===== config.mk =====
export PLATFORM = sky130hd
export DESIGN_NAME = pump_valve_session_timer_unit
export DESIGN_NICKNAME = d
export VERILOG_FILES = /design/src/hdl/pvst_pkg.sv /design/src/hdl/pump_valve_session_timer_unit.sv /design/src/hdl/pvst_regs.sv /design/src/hdl/pvst_step.sv
export SDC_FILE = /design/constraint.sdc
export NUM_CORES = 1
export LEC_CHECK = 0
export ABC_AREA = 1
export BUFFER_PORTS_ARGS = -buffer_cell sky130_fd_sc_hd__clkbuf_2
export CORE_ASPECT_RATIO = 0.6
export CORE_MARGIN = 1.5
export CORE_UTILIZATION = 40
export CTS_BUF_LIST = sky130_fd_sc_hd__clkbuf_4
export DETAILED_ROUTE_END_ITERATION = 10
export GPL_TIMING_DRIVEN = 0
export HOLD_SLACK_MARGIN = 0.03
export PLACE_DENSITY = 0.66
export SLEW_MARGIN = 15
export SYNTH_ARGS = -nofsm -noshare
export SYNTH_HDL_FRONTEND = slang
export SYNTH_SLANG_ARGS = --single-unit
export TNS_END_PERCENT = 20

===== constraint.sdc =====
create_clock -name clk -period 14.3 [get_ports clk]
set_input_delay 2.86 -clock clk [delete_from_list [all_inputs] [get_ports clk]]
set_output_delay 2.86 -clock clk [all_outputs]
set_load 0.005 [all_outputs]

===== src/hdl/pvst_pkg.sv =====
// ----------------------------------------------------------------------------
// pvst_pkg: shared types and constants of the pump and valve session timer
// Command codes, register indexes, the timer state record and limit values.
// ----------------------------------------------------------------------------
`default_nettype none

package pvst_pkg;

  localparam int unsigned MsW  = 11;
  localparam int unsigned SecW = 16;

  localparam logic [MsW-1:0]  MS_PER_SECOND = 11'd1000;
  localparam logic [MsW-1:0]  TICK_MS_MAX   = 11'd1000;
  localparam logic [SecW-1:0] SEC_MAX       = 16'hFFFF;
  localparam logic [SecW-1:0] LIMIT_RESET   = 16'd3600;

  typedef enum logic [2:0] {
    MODE_TICK     = 3'd0,
    MODE_ACTIVATE = 3'd1,
    MODE_PUMP_ON  = 3'd2,
    MODE_PUMP_OFF = 3'd3,
    MODE_LOCK     = 3'd4,
    MODE_UNLOCK   = 3'd5,
    MODE_TOGGLE   = 3'd6,
    MODE_END      = 3'd7
  } mode_t;

  typedef enum logic [1:0] {
    CFG_PUMP_LIMIT    = 2'd0,
    CFG_SESSION_LIMIT = 2'd1,
    CFG_FAILSAFE      = 2'd2
  } cfg_index_t;

  typedef struct packed {
    logic [SecW-1:0] pump_limit;
    logic [SecW-1:0] session_limit;
    logic [SecW-1:0] failsafe;
  } limits_t;

  typedef struct packed {
    logic            pump_active;
    logic            valve_active;
    logic [MsW-1:0]  pump_ms_accum;
    logic [SecW-1:0] pump_sec_count;
    logic [MsW-1:0]  session_ms_accum;
    logic [SecW-1:0] session_sec_count;
    logic            lockout;
  } state_t;

  typedef struct packed {
    logic pump_status;
    logic valve_status;
    logic pump_time;
    logic session_time;
  } report_t;

  typedef struct packed {
    logic            carry;
    logic [MsW-1:0]  ms_accum;
    logic [SecW-1:0] sec_count;
  } accum_t;

endpackage

`default_nettype wire


===== src/hdl/pump_valve_session_timer_unit.sv =====
// ----------------------------------------------------------------------------
// pump_valve_session_timer_unit: pump and valve run-time controller
// Input register, one pass of next-state logic, result register.
//
//   channel   direction  handshake              payload
//   in        sink       in_valid / in_ready    mode, elapsed_ms
//   out       source     out_valid / out_ready  pump_on .. failsafe_tripped
//   cfg       sink       cfg_valid / cfg_ready  cfg_index, cfg_data
//
// One item per cycle is sustained while the result register can advance; an
// item waits in the input register until the result register loads its result.
// Reset clears the timer state and loads 3600 into every limit register.
// A stalled result holds the pipe; the input register still takes an item
// while the result register is full and being drained. cfg_ready is always high.
// ----------------------------------------------------------------------------
`default_nettype none

module pump_valve_session_timer_unit
  import pvst_pkg::*;
(
  input  wire logic        clk,
  input  wire logic        rst,
  input  wire logic        in_valid,
  output logic             in_ready,
  input  wire logic [2:0]  mode,
  input  wire logic [9:0]  elapsed_ms,
  output logic             out_valid,
  input  wire logic        out_ready,
  output logic             pump_on,
  output logic             valve_locked,
  output logic [15:0]      pump_seconds,
  output logic [15:0]      session_seconds,
  output logic             pump_status_report,
  output logic             valve_status_report,
  output logic             pump_time_report,
  output logic             session_time_report,
  output logic             failsafe_tripped,
  input  wire logic        cfg_valid,
  output logic             cfg_ready,
  input  wire logic [1:0]  cfg_index,
  input  wire logic [15:0] cfg_data
);

  limits_t     limits;
  logic        in_full;
  mode_t       in_mode;
  logic [9:0]  in_ms;
  state_t      state;
  state_t      state_next;
  report_t     rep;
  logic        advance;

  assign cfg_ready = 1'b1;
  assign advance   = !out_valid || out_ready;
  assign in_ready  = !in_full || advance;

  pvst_regs u_regs (
    .clk       (clk),
    .rst       (rst),
    .cfg_valid (cfg_valid),
    .cfg_index (cfg_index),
    .cfg_data  (cfg_data),
    .limits    (limits)
  );

  pvst_step u_step (
    .cur        (state),
    .limits     (limits),
    .mode       (in_mode),
    .elapsed_ms (in_ms),
    .nxt        (state_next),
    .rep        (rep)
  );

  always_ff @(posedge clk) begin
    if (rst) begin
      in_full <= 1'b0;
    end else if (in_ready) begin
      in_full <= in_valid;
    end
  end

  always_ff @(posedge clk) begin
    if (in_ready && in_valid) begin
      in_mode <= mode_t'(mode);
      in_ms   <= elapsed_ms;
    end
  end

  always_ff @(posedge clk) begin
    if (rst) begin
      state     <= '0;
      out_valid <= 1'b0;
    end else if (advance) begin
      out_valid <= in_full;
      if (in_full) begin
        state <= state_next;
      end
    end
  end

  always_ff @(posedge clk) begin
    if (advance && in_full) begin
      pump_on             <= state_next.pump_active;
      valve_locked        <= state_next.valve_active;
      pump_seconds        <= state_next.pump_sec_count;
      session_seconds     <= state_next.session_sec_count;
      pump_status_report  <= rep.pump_status;
      valve_status_report <= rep.valve_status;
      pump_time_report    <= rep.pump_time;
      session_time_report <= rep.session_time;
      failsafe_tripped    <= state_next.lockout;
    end
  end

endmodule

`default_nettype wire


===== src/hdl/pvst_regs.sv =====
// ----------------------------------------------------------------------------
// pvst_regs: limit registers
// Holds the pump, session and failsafe limits written over the config port.
// ----------------------------------------------------------------------------
`default_nettype none

module pvst_regs
  import pvst_pkg::*;
(
  input  wire logic        clk,
  input  wire logic        rst,
  input  wire logic        cfg_valid,
  input  wire logic [1:0]  cfg_index,
  input  wire logic [15:0] cfg_data,
  output limits_t          limits
);

  always_ff @(posedge clk) begin
    if (rst) begin
      limits.pump_limit    <= LIMIT_RESET;
      limits.session_limit <= LIMIT_RESET;
      limits.failsafe      <= LIMIT_RESET;
    end else if (cfg_valid) begin
      case (cfg_index)
        CFG_PUMP_LIMIT:    limits.pump_limit    <= cfg_data;
        CFG_SESSION_LIMIT: limits.session_limit <= cfg_data;
        CFG_FAILSAFE:      limits.failsafe      <= cfg_data;
        default: ;
      endcase
    end
  end

endmodule

`default_nettype wire


===== src/hdl/pvst_step.sv =====
// ----------------------------------------------------------------------------
// pvst_step: next-state logic for one item
// Applies a tick or a command to the timer state and raises report flags.
// ----------------------------------------------------------------------------
`default_nettype none

module pvst_step
  import pvst_pkg::*;
(
  input  state_t          cur,
  input  limits_t         limits,
  input  mode_t           mode,
  input  wire logic [9:0] elapsed_ms,
  output state_t          nxt,
  output report_t         rep
);

  // The accumulator never exceeds one second and a tick is at most one
  // second, so at most one whole second is carried per tick.
  function automatic accum_t accumulate(logic [MsW-1:0] acc, logic [SecW-1:0] secs,
                                        logic [MsW-1:0] ms);
    accum_t          r;
    logic [MsW-1:0]  sum;
    sum         = acc + ms;
    r.carry     = 1'b0;
    r.ms_accum  = sum;
    r.sec_count = secs;
    if (sum > MS_PER_SECOND) begin
      r.carry     = 1'b1;
      r.ms_accum  = sum - MS_PER_SECOND;
      r.sec_count = (secs == SEC_MAX) ? SEC_MAX : secs + 16'd1;
    end
    return r;
  endfunction

  logic [MsW-1:0] tick_ms;
  accum_t         pump_acc;
  accum_t         sess_acc;

  always_comb begin
    tick_ms  = ({1'b0, elapsed_ms} > TICK_MS_MAX) ? TICK_MS_MAX : {1'b0, elapsed_ms};
    pump_acc = accumulate(cur.pump_ms_accum, cur.pump_sec_count, tick_ms);
    sess_acc = accumulate(cur.session_ms_accum, cur.session_sec_count, tick_ms);
    nxt      = cur;
    rep      = '0;

    if (!cur.lockout) begin
      case (mode)
        MODE_TICK: begin
          if (cur.pump_active) begin
            nxt.pump_ms_accum  = pump_acc.ms_accum;
            nxt.pump_sec_count = pump_acc.sec_count;
            rep.pump_time      = pump_acc.carry;
            if (pump_acc.sec_count >= limits.pump_limit) begin
              nxt.pump_active    = 1'b0;
              nxt.pump_ms_accum  = '0;
              nxt.pump_sec_count = '0;
              rep.pump_status    = 1'b1;
              rep.pump_time      = 1'b1;
            end
          end
          if (cur.valve_active) begin
            nxt.session_ms_accum  = sess_acc.ms_accum;
            nxt.session_sec_count = sess_acc.sec_count;
            rep.session_time      = sess_acc.carry;
            // The session limit wins over the failsafe; both end the session.
            if (sess_acc.sec_count >= limits.session_limit ||
                sess_acc.sec_count >= limits.failsafe) begin
              nxt.pump_active       = 1'b0;
              nxt.pump_ms_accum     = '0;
              nxt.pump_sec_count    = '0;
              nxt.valve_active      = 1'b0;
              nxt.session_ms_accum  = '0;
              nxt.session_sec_count = '0;
              rep.pump_status       = 1'b1;
              rep.pump_time         = 1'b1;
              rep.valve_status      = 1'b1;
              nxt.lockout = (sess_acc.sec_count < limits.session_limit);
            end
          end
        end
        MODE_ACTIVATE: begin
          nxt.pump_active  = 1'b1;
          rep.pump_status  = !cur.pump_active;
          nxt.valve_active = 1'b1;
          rep.valve_status = 1'b1;
        end
        MODE_PUMP_ON: begin
          nxt.pump_active = 1'b1;
          rep.pump_status = !cur.pump_active;
        end
        MODE_PUMP_OFF: begin
          nxt.pump_active    = 1'b0;
          nxt.pump_ms_accum  = '0;
          nxt.pump_sec_count = '0;
          rep.pump_status    = 1'b1;
          rep.pump_time      = 1'b1;
        end
        MODE_LOCK: begin
          nxt.valve_active = 1'b1;
          rep.valve_status = 1'b1;
        end
        MODE_UNLOCK: begin
          nxt.valve_active = 1'b0;
          rep.valve_status = 1'b1;
        end
        MODE_TOGGLE: begin
          nxt.valve_active = !cur.valve_active;
          rep.valve_status = 1'b1;
        end
        default: begin
          nxt.pump_active       = 1'b0;
          nxt.pump_ms_accum     = '0;
          nxt.pump_sec_count    = '0;
          nxt.valve_active      = 1'b0;
          nxt.session_ms_accum  = '0;
          nxt.session_sec_count = '0;
          rep.pump_status       = 1'b1;
          rep.pump_time         = 1'b1;
          rep.valve_status      = 1'b1;
        end
      endcase
    end
  end

endmodule

`default_nettype wire


# Word-level counts from Yosys, hierarchy flattened
# Index checks and enable logic that the tools add are counted.
[word_totals] ff_bits=159 in_bits=36 out_inout_bits=42 word_cells=102
[classes] addsub=6 order_cmp=7 eq_ne=11 muxes=26 bitwise_logic=5 n_reduce_logical=24
[ops] op="$mux 57" n=3
[ops] op="$pmux 27 s2" n=2
[ops] op="$mux 28" n=2
[ops] op="$mux 27" n=2
[ops] op="$ge 16x16->1" n=3
[ops] op="$add 16x1->16 const B" n=2
[ops] op="$eq 16x16->1 const B" n=2
[ops] op="$mux 16" n=2
[ops] op="$add 11x11->11" n=2
[ops] op="$gt 11x10->1 const B" n=2
[ops] op="$sub 11x10->11 const B" n=2
[ops] op="$lt 16x16->1" n=1
[ops] op="$gt 10x10->1 const B" n=1
[ops] op="$mux 10" n=1
[ops] op="$eq 3x3->1 const B" n=3
[ops] op="$reduce_and 2->1" n=4
[ops] op="$mux 1" n=7
[ops] op="$eq 3x2->1 const B" n=2
[ops] op="$pmux 1 s3" n=2
[ops] op="$reduce_or 2->1" n=3
[ops] op="$reduce_or 3->1" n=2
[ops] op="$reduce_or 6->1" n=1
[ops] op="$not 1->1" n=5
[ops] op="$reduce_and 5->1" n=1
[ops] op="other kinds (15)" n=22

# Longest topological paths before layout
[logic_depth] word_depth=12 mapped_depth=45 mapped_depth_nobuf=42

# Hierarchy
# Synthesis repeated with hierarchy kept, for this count alone.
[hier_totals] hier_cells=1891 area_unflattened_um2=12106.6
[by_module_without_submodules] module="pvst_step" instances=1 cells_each=1161 area_per_inst_um2=5884.4
[by_module_without_submodules] module="pump_valve_session_timer_unit" instances=1 cells_each=440 area_per_inst_um2=4215.3
[by_module_without_submodules] module="pvst_regs" instances=1 cells_each=290 area_per_inst_um2=2006.9

# Worst setup path before layout
# OpenSTA, ideal clock, no wires.
[synth_timing] path_kind="input port to output port" start="input port out_ready" end="output port in_ready" t_arrival_ns=3.110 slack_ns=8.330 stages=2 path_buffers=0 cell_sequence="nor2_1 -> nand2_1"
[synth_between] elab_chain_len=2
[synth_lines] item="start: declaration" line_no="pump_valve_session_timer_unit.sv:28" rtl="input wire logic out_ready,"
[synth_lines] item="$logic_or 1x1->1" line_no="pump_valve_session_timer_unit.sv:54" rtl="assign advance = !out_valid || out_ready;"
[synth_lines] item="$logic_or 1x1->1" line_no="pump_valve_session_timer_unit.sv:55" rtl="assign in_ready = !in_full || advance;"
[synth_lines] item="end: declaration" line_no="pump_valve_session_timer_unit.sv:24" rtl="output logic in_ready,"
# Every way passes these cells.

# Worst setup path in the final report
[layout_timing] start="register in_ms[4]" end="register state[43] (netlist name)"
[layout_between] elab_chain_len=12 word_cells_on_any_way=18 classes_between="add/sub: 2; order compare: 6; mux: 9; reduce/logical: 1"
[layout_lines] item="start: declaration" line_no="pump_valve_session_timer_unit.sv:47" rtl="logic [9:0] in_ms;"
[layout_lines] item="start signal: assignment" line_no="pump_valve_session_timer_unit.sv:86" rtl="in_ms <= elapsed_ms;"
[layout_lines] item="$gt 10x10->1" line_no="pvst_step.sv:41" rtl="tick_ms = ({1'b0, elapsed_ms} > TICK_MS_MAX) ? TICK_MS_MAX : {1'b0, elapsed_ms};"
[layout_lines] item="$mux 10 *" line_no="pvst_step.sv:41"
[layout_lines] item="$add 11x11->11" line_no="pvst_step.sv:24" rtl="sum = acc + ms;"
[layout_lines] item="$gt 11x10->1" line_no="pvst_step.sv:28" rtl="if (sum > MS_PER_SECOND) begin"
[layout_lines] item="$mux 28" line_no="pvst_step.sv:28"
[layout_lines] item="$ge 16x16->1" line_no="pvst_step.sv:54" rtl="if (pump_acc.sec_count >= limits.pump_limit) begin"
[layout_lines] item="$mux 27" line_no="pvst_step.sv:54"
[layout_lines] item="$mux 27" line_no="pvst_step.sv:50" rtl="if (cur.pump_active) begin"
[layout_lines] item="$mux 57" line_no="pvst_step.sv:67" rtl="if (sess_acc.sec_count >= limits.session_limit ||"
[layout_lines] item="$mux 57 *" line_no="pvst_step.sv:62" rtl="if (cur.valve_active) begin"
[layout_lines] item="$pmux 27 s2 *" line_no="pvst_step.sv:48" rtl="case (mode)"
[layout_lines] item="$mux 57 *" line_no="pvst_step.sv:47" rtl="if (!cur.lockout) begin"
[layout_lines] item="end signal: assignment" line_no="pump_valve_session_timer_unit.sv:97" rtl="state <= state_next;"
[layout_lines] item="end: declaration" line_no="pump_valve_session_timer_unit.sv:48" rtl="state_t state;"
# Every way passes the cells marked *; elsewhere a longest branch is shown, timed or not. The select of a mux whose other input is x is not followed.
# A chain may end at the register's enable or synchronous reset.

==> impl_summary.txt <==
----------------------------------------------------
[Placed design]
  Worst slack at placement ... 7.30 ns
  Post-DP HPWL ... 26.9 mm
  Final weighted congestion of routability-driven global placement ... 0.989
  Number of buffers inserted by port buffering ... 75

[Drt]
  Wire length on met1 ... 18.1 mm
  Total length of routed met3 wires ... 3.49 mm
  Via count ... 11100
  DR vias/cell ... 5.21
  First-pass iteration count of the detailed router ... 8
  Count of antenna-violating nets left after detailed routing ... 0
  Iteration-0 DRC Markers ... 1359
  Total length of routed wires ... 34.4 mm
  Number of design rule violations left after detail routing ... 0
  Highest routed metal layer ... met4
  Length of routed met2 wiring ... 12.5 mm
  Average wire per cell in the routed design ... 16.1 µm

[Yosys]
  Share of flip-flops with an asynchronous set or reset after synthesis ... 0%
  Leading area contributor after synthesis ... dfxtp_1
  Number of synthesis warnings ... 0
  Leading post-synthesis cells by cell area ... dfxtp_1 20%, nand2_1 17%, edfxtp_1 14%, inv_1 8.6%, nand3_1 8.0%
  Cell Area, Synth ... 10900 µm²
  Number of register bits inferred by synthesis ... 159
  Synth cell count leaders ... 494 x nand2_1, 251 x inv_1, 175 x nand3_1, 125 x a21oi_1, 107 x dfxtp_1
  Cells after synthesis ... 1664
  Most numerous cell in the Yosys netlist ... nand2_1
  Portion of synthesized cell area occupied by the leading cell type ... 19.6%
  EDFF count, synth ... 52
  Net count after synthesis ... 1768
  Synth Flop Type ... dfxtp_1
  Proportion of synthesized chip area in sequential cells ... 33.9%
  Number of distinct library cells after synthesis ... 40
  Syn Area/Cell ... 6.56 µm²

[STA]
  Final slew viol count ... 0
  Setup_tns ... 0 ns
  Final hold viol count ... 0
  Max-Slew Margin vs Limit ... 23.9%
  Unrepaired setup endpoints after global routing ... no
  Final critical-path setup slack ... 7.05 ns
  Post-route clock period utilization ... 50.7%
  Count of final setup violators ... 0
  Minimum period implied by the final worst setup slack ... 7.25 ns
  Clock Skews ... 0.0275 ns
  Fmax achieved ... 0.138 GHz
  Actual slew at the worst max-slew pin ... 1.13 ns

[Clocking]
  Sinks on Clock Net ... 159
  H-tree depth reported by CTS ... 4
  Cts-stage hold buffer count ... 0
  Max clock buf depth ... 2
  Clock transition at the registers of the reported paths ... 0.14 ns
  CTS Root Cell ... clkbuf_4
  Postcts setup bufs ... 0
  Insertion delay of the later-clocked pin in the worst-skew pair ... 0.64 ns
  PostCTS Resize Cnt ... 0
  Number of clock buffers inserted by TritonCTS ... 17
  CTS tree ... done

[Global routing]
  Residual overflow from global routing ... 0
  Via count of the first global-routing pass ... 9661
  Global-route total usage across every layer ... 24.7%
  Initial antenna violation count ... 1
  Maximum number of pins on one net before global-route repair ... 49
  Wire length of the first global-routing pass ... 53.7 mm

[Setup path]
  Cell with the largest stage delay on the worst path ... nor2_1
  Worst setup path category ... reg2reg
  CP max FO ... 10
  Crit-path max cell delay ... 0.69 ns
  Number of cells on the worst reg-to-reg path ... 42
  WP data arrival ... 7.83 ns
  Crit-path most repeated cell ... nand2_1
  Kind of end point of the critical path ... flip-flop
  WP data required ... 14.88 ns
  Startpoint class of the critical path ... flip-flop

[Layout]
  Share of layout cells above drive strength 1 ... 8.75%
  Area of the multi-input gates ... 5960 µm²
  FF+latch area ... 3700 µm²
  Growth of design area from synthesis to finish ... 10.1%
  Number of nets in the finished design ... 1862
  Fill cell total of the finished layout ... 2814

[Floorplan]
  Area of the die ... 28300 µm²
  Die Height ... 131 µm
  Starting density of the core ... 41.1%
  Total number of placement rows ... 46
  Core region area ... 26600 µm²
  Die Width ... 216 µm
  Ports ... 78

[Power and ir drop]
  Power density normalized to cell area ... 83.3 nW/µm²
  Leakage ... 6.00 nW
  Largest vdd supply drop ... 0.0421 mV

[Job]
  Max-Cap Viols ... 0

[Status]
  Result of the run ... finished clean

[Hold path]
  Hold Path Cell Cnt ... 2
  Worst hold path type ... reg2reg

----------------------------------------------------
-- per-layer routing --
layer  vias up  track usage [%]
met2       465             31.5
met1      5071             40.2
met3        19             5.76
li1       5543                -
met5         -                0
met4         0             5.27
-- power by group --
| part | switching (mW) | total [mW] | internal [mW] | leakage [nW] |
|---|---|---|---|---|
| Combinational | 0.143 | 0.210 | 0.0669 | 4.46 |
| Sequential | 0.0143 | 0.505 | 0.490 | 1.38 |
| Clock | 0.180 | 0.288 | 0.108 | 0.158 |
| Total | 0.337 | 1.00 | 0.666 | 6.00 |
-- per-stage QoR --
stage	area [µm²]	utilization (%)	power [mW]	hold WS, ns	std cells
6_report	12000	45.2	1.00	0.469	2132
5_1_grt	12000	45.2	1.06	0.493	2132
4_1_cts	12000	45.2	1.00	0.476	2131
3_5_place_dp	11700	44.2	0.718	0.454	2099
3_3_place_gp	11700	44.2	0.714	0.449	2099
2_1_floorplan	10900	-	0.650	0.435	1664
-- kinds of logic after synthesis --
logic type	count (synthesis)	synth area share, %
other	1	0.0343
AO/OA/AOI/OAI	231	11.3
buffers and inverters	321	11.5
AND/OR/NAND/NOR	859	33.4
XOR/XNOR	25	2.01
flip-flops	159	33.9
adder cells (fa/ha/maj)	68	7.79
-- cell type report --
cell class	instances	share of cell area, %
diodes	1	0.0208
plain buffers	65	2.51
clock buffers	19	1.19
clock inverters	13	1.11
inverters	256	7.99
multi-input cells	1184	49.5
flip-flops and latches	159	30.8
well taps	360	3.74
repair buffers	75	3.12
-- cells in the final DEF, fill, tap and decap left out, types with 21 or more instances in the layout --
cell type	n
nand3_1	175
dfxtp_1	107
edfxtp_1	52
o21ai_0	67
nor3_1	31
a21oi_1	125
nand2_1	494
ha_1	68
xor2_1	24
clkbuf_2	75
inv_1	251
nand2_2	21
nor2_1	102
clkbuf_1	45
-- worst max-delay path, delay by kind of cell, from the launching register on --
family | cells | cell delay, ns
compound gates | 3 | 0.77
fa+ha+maj | 3 | 0.71
buf+inv | 10 | 1.54
simple gates | 26 | 3.65
flops | 1 | 0.52
-- state kept, by name (all words and copies together) (netlist names), 3 cells and up --
name	count
in_mode	3
in_ms	10
pump_seconds	16
session_seconds	16
state	57
u_regs.limits	48
-- worst paths after layout --
path / start / endpoint / slack [ns]
worst max-delay path: in_ms[4]$_DFFE_PP_ / state[43]$_SDFFE_PP0P_ / 7.05
worst min register to register: u_regs.limits[5]$_SDFFE_PP0P_ / u_regs.limits[5]$_SDFFE_PP0P_ / 0.47
worst max register to register: in_ms[4]$_DFFE_PP_ / state[43]$_SDFFE_PP0P_ / 7.05
worst min-delay path: u_regs.limits[5]$_SDFFE_PP0P_ / u_regs.limits[5]$_SDFFE_PP0P_ / 0.47
No activity file was read; power rests on OpenSTA's default activity.
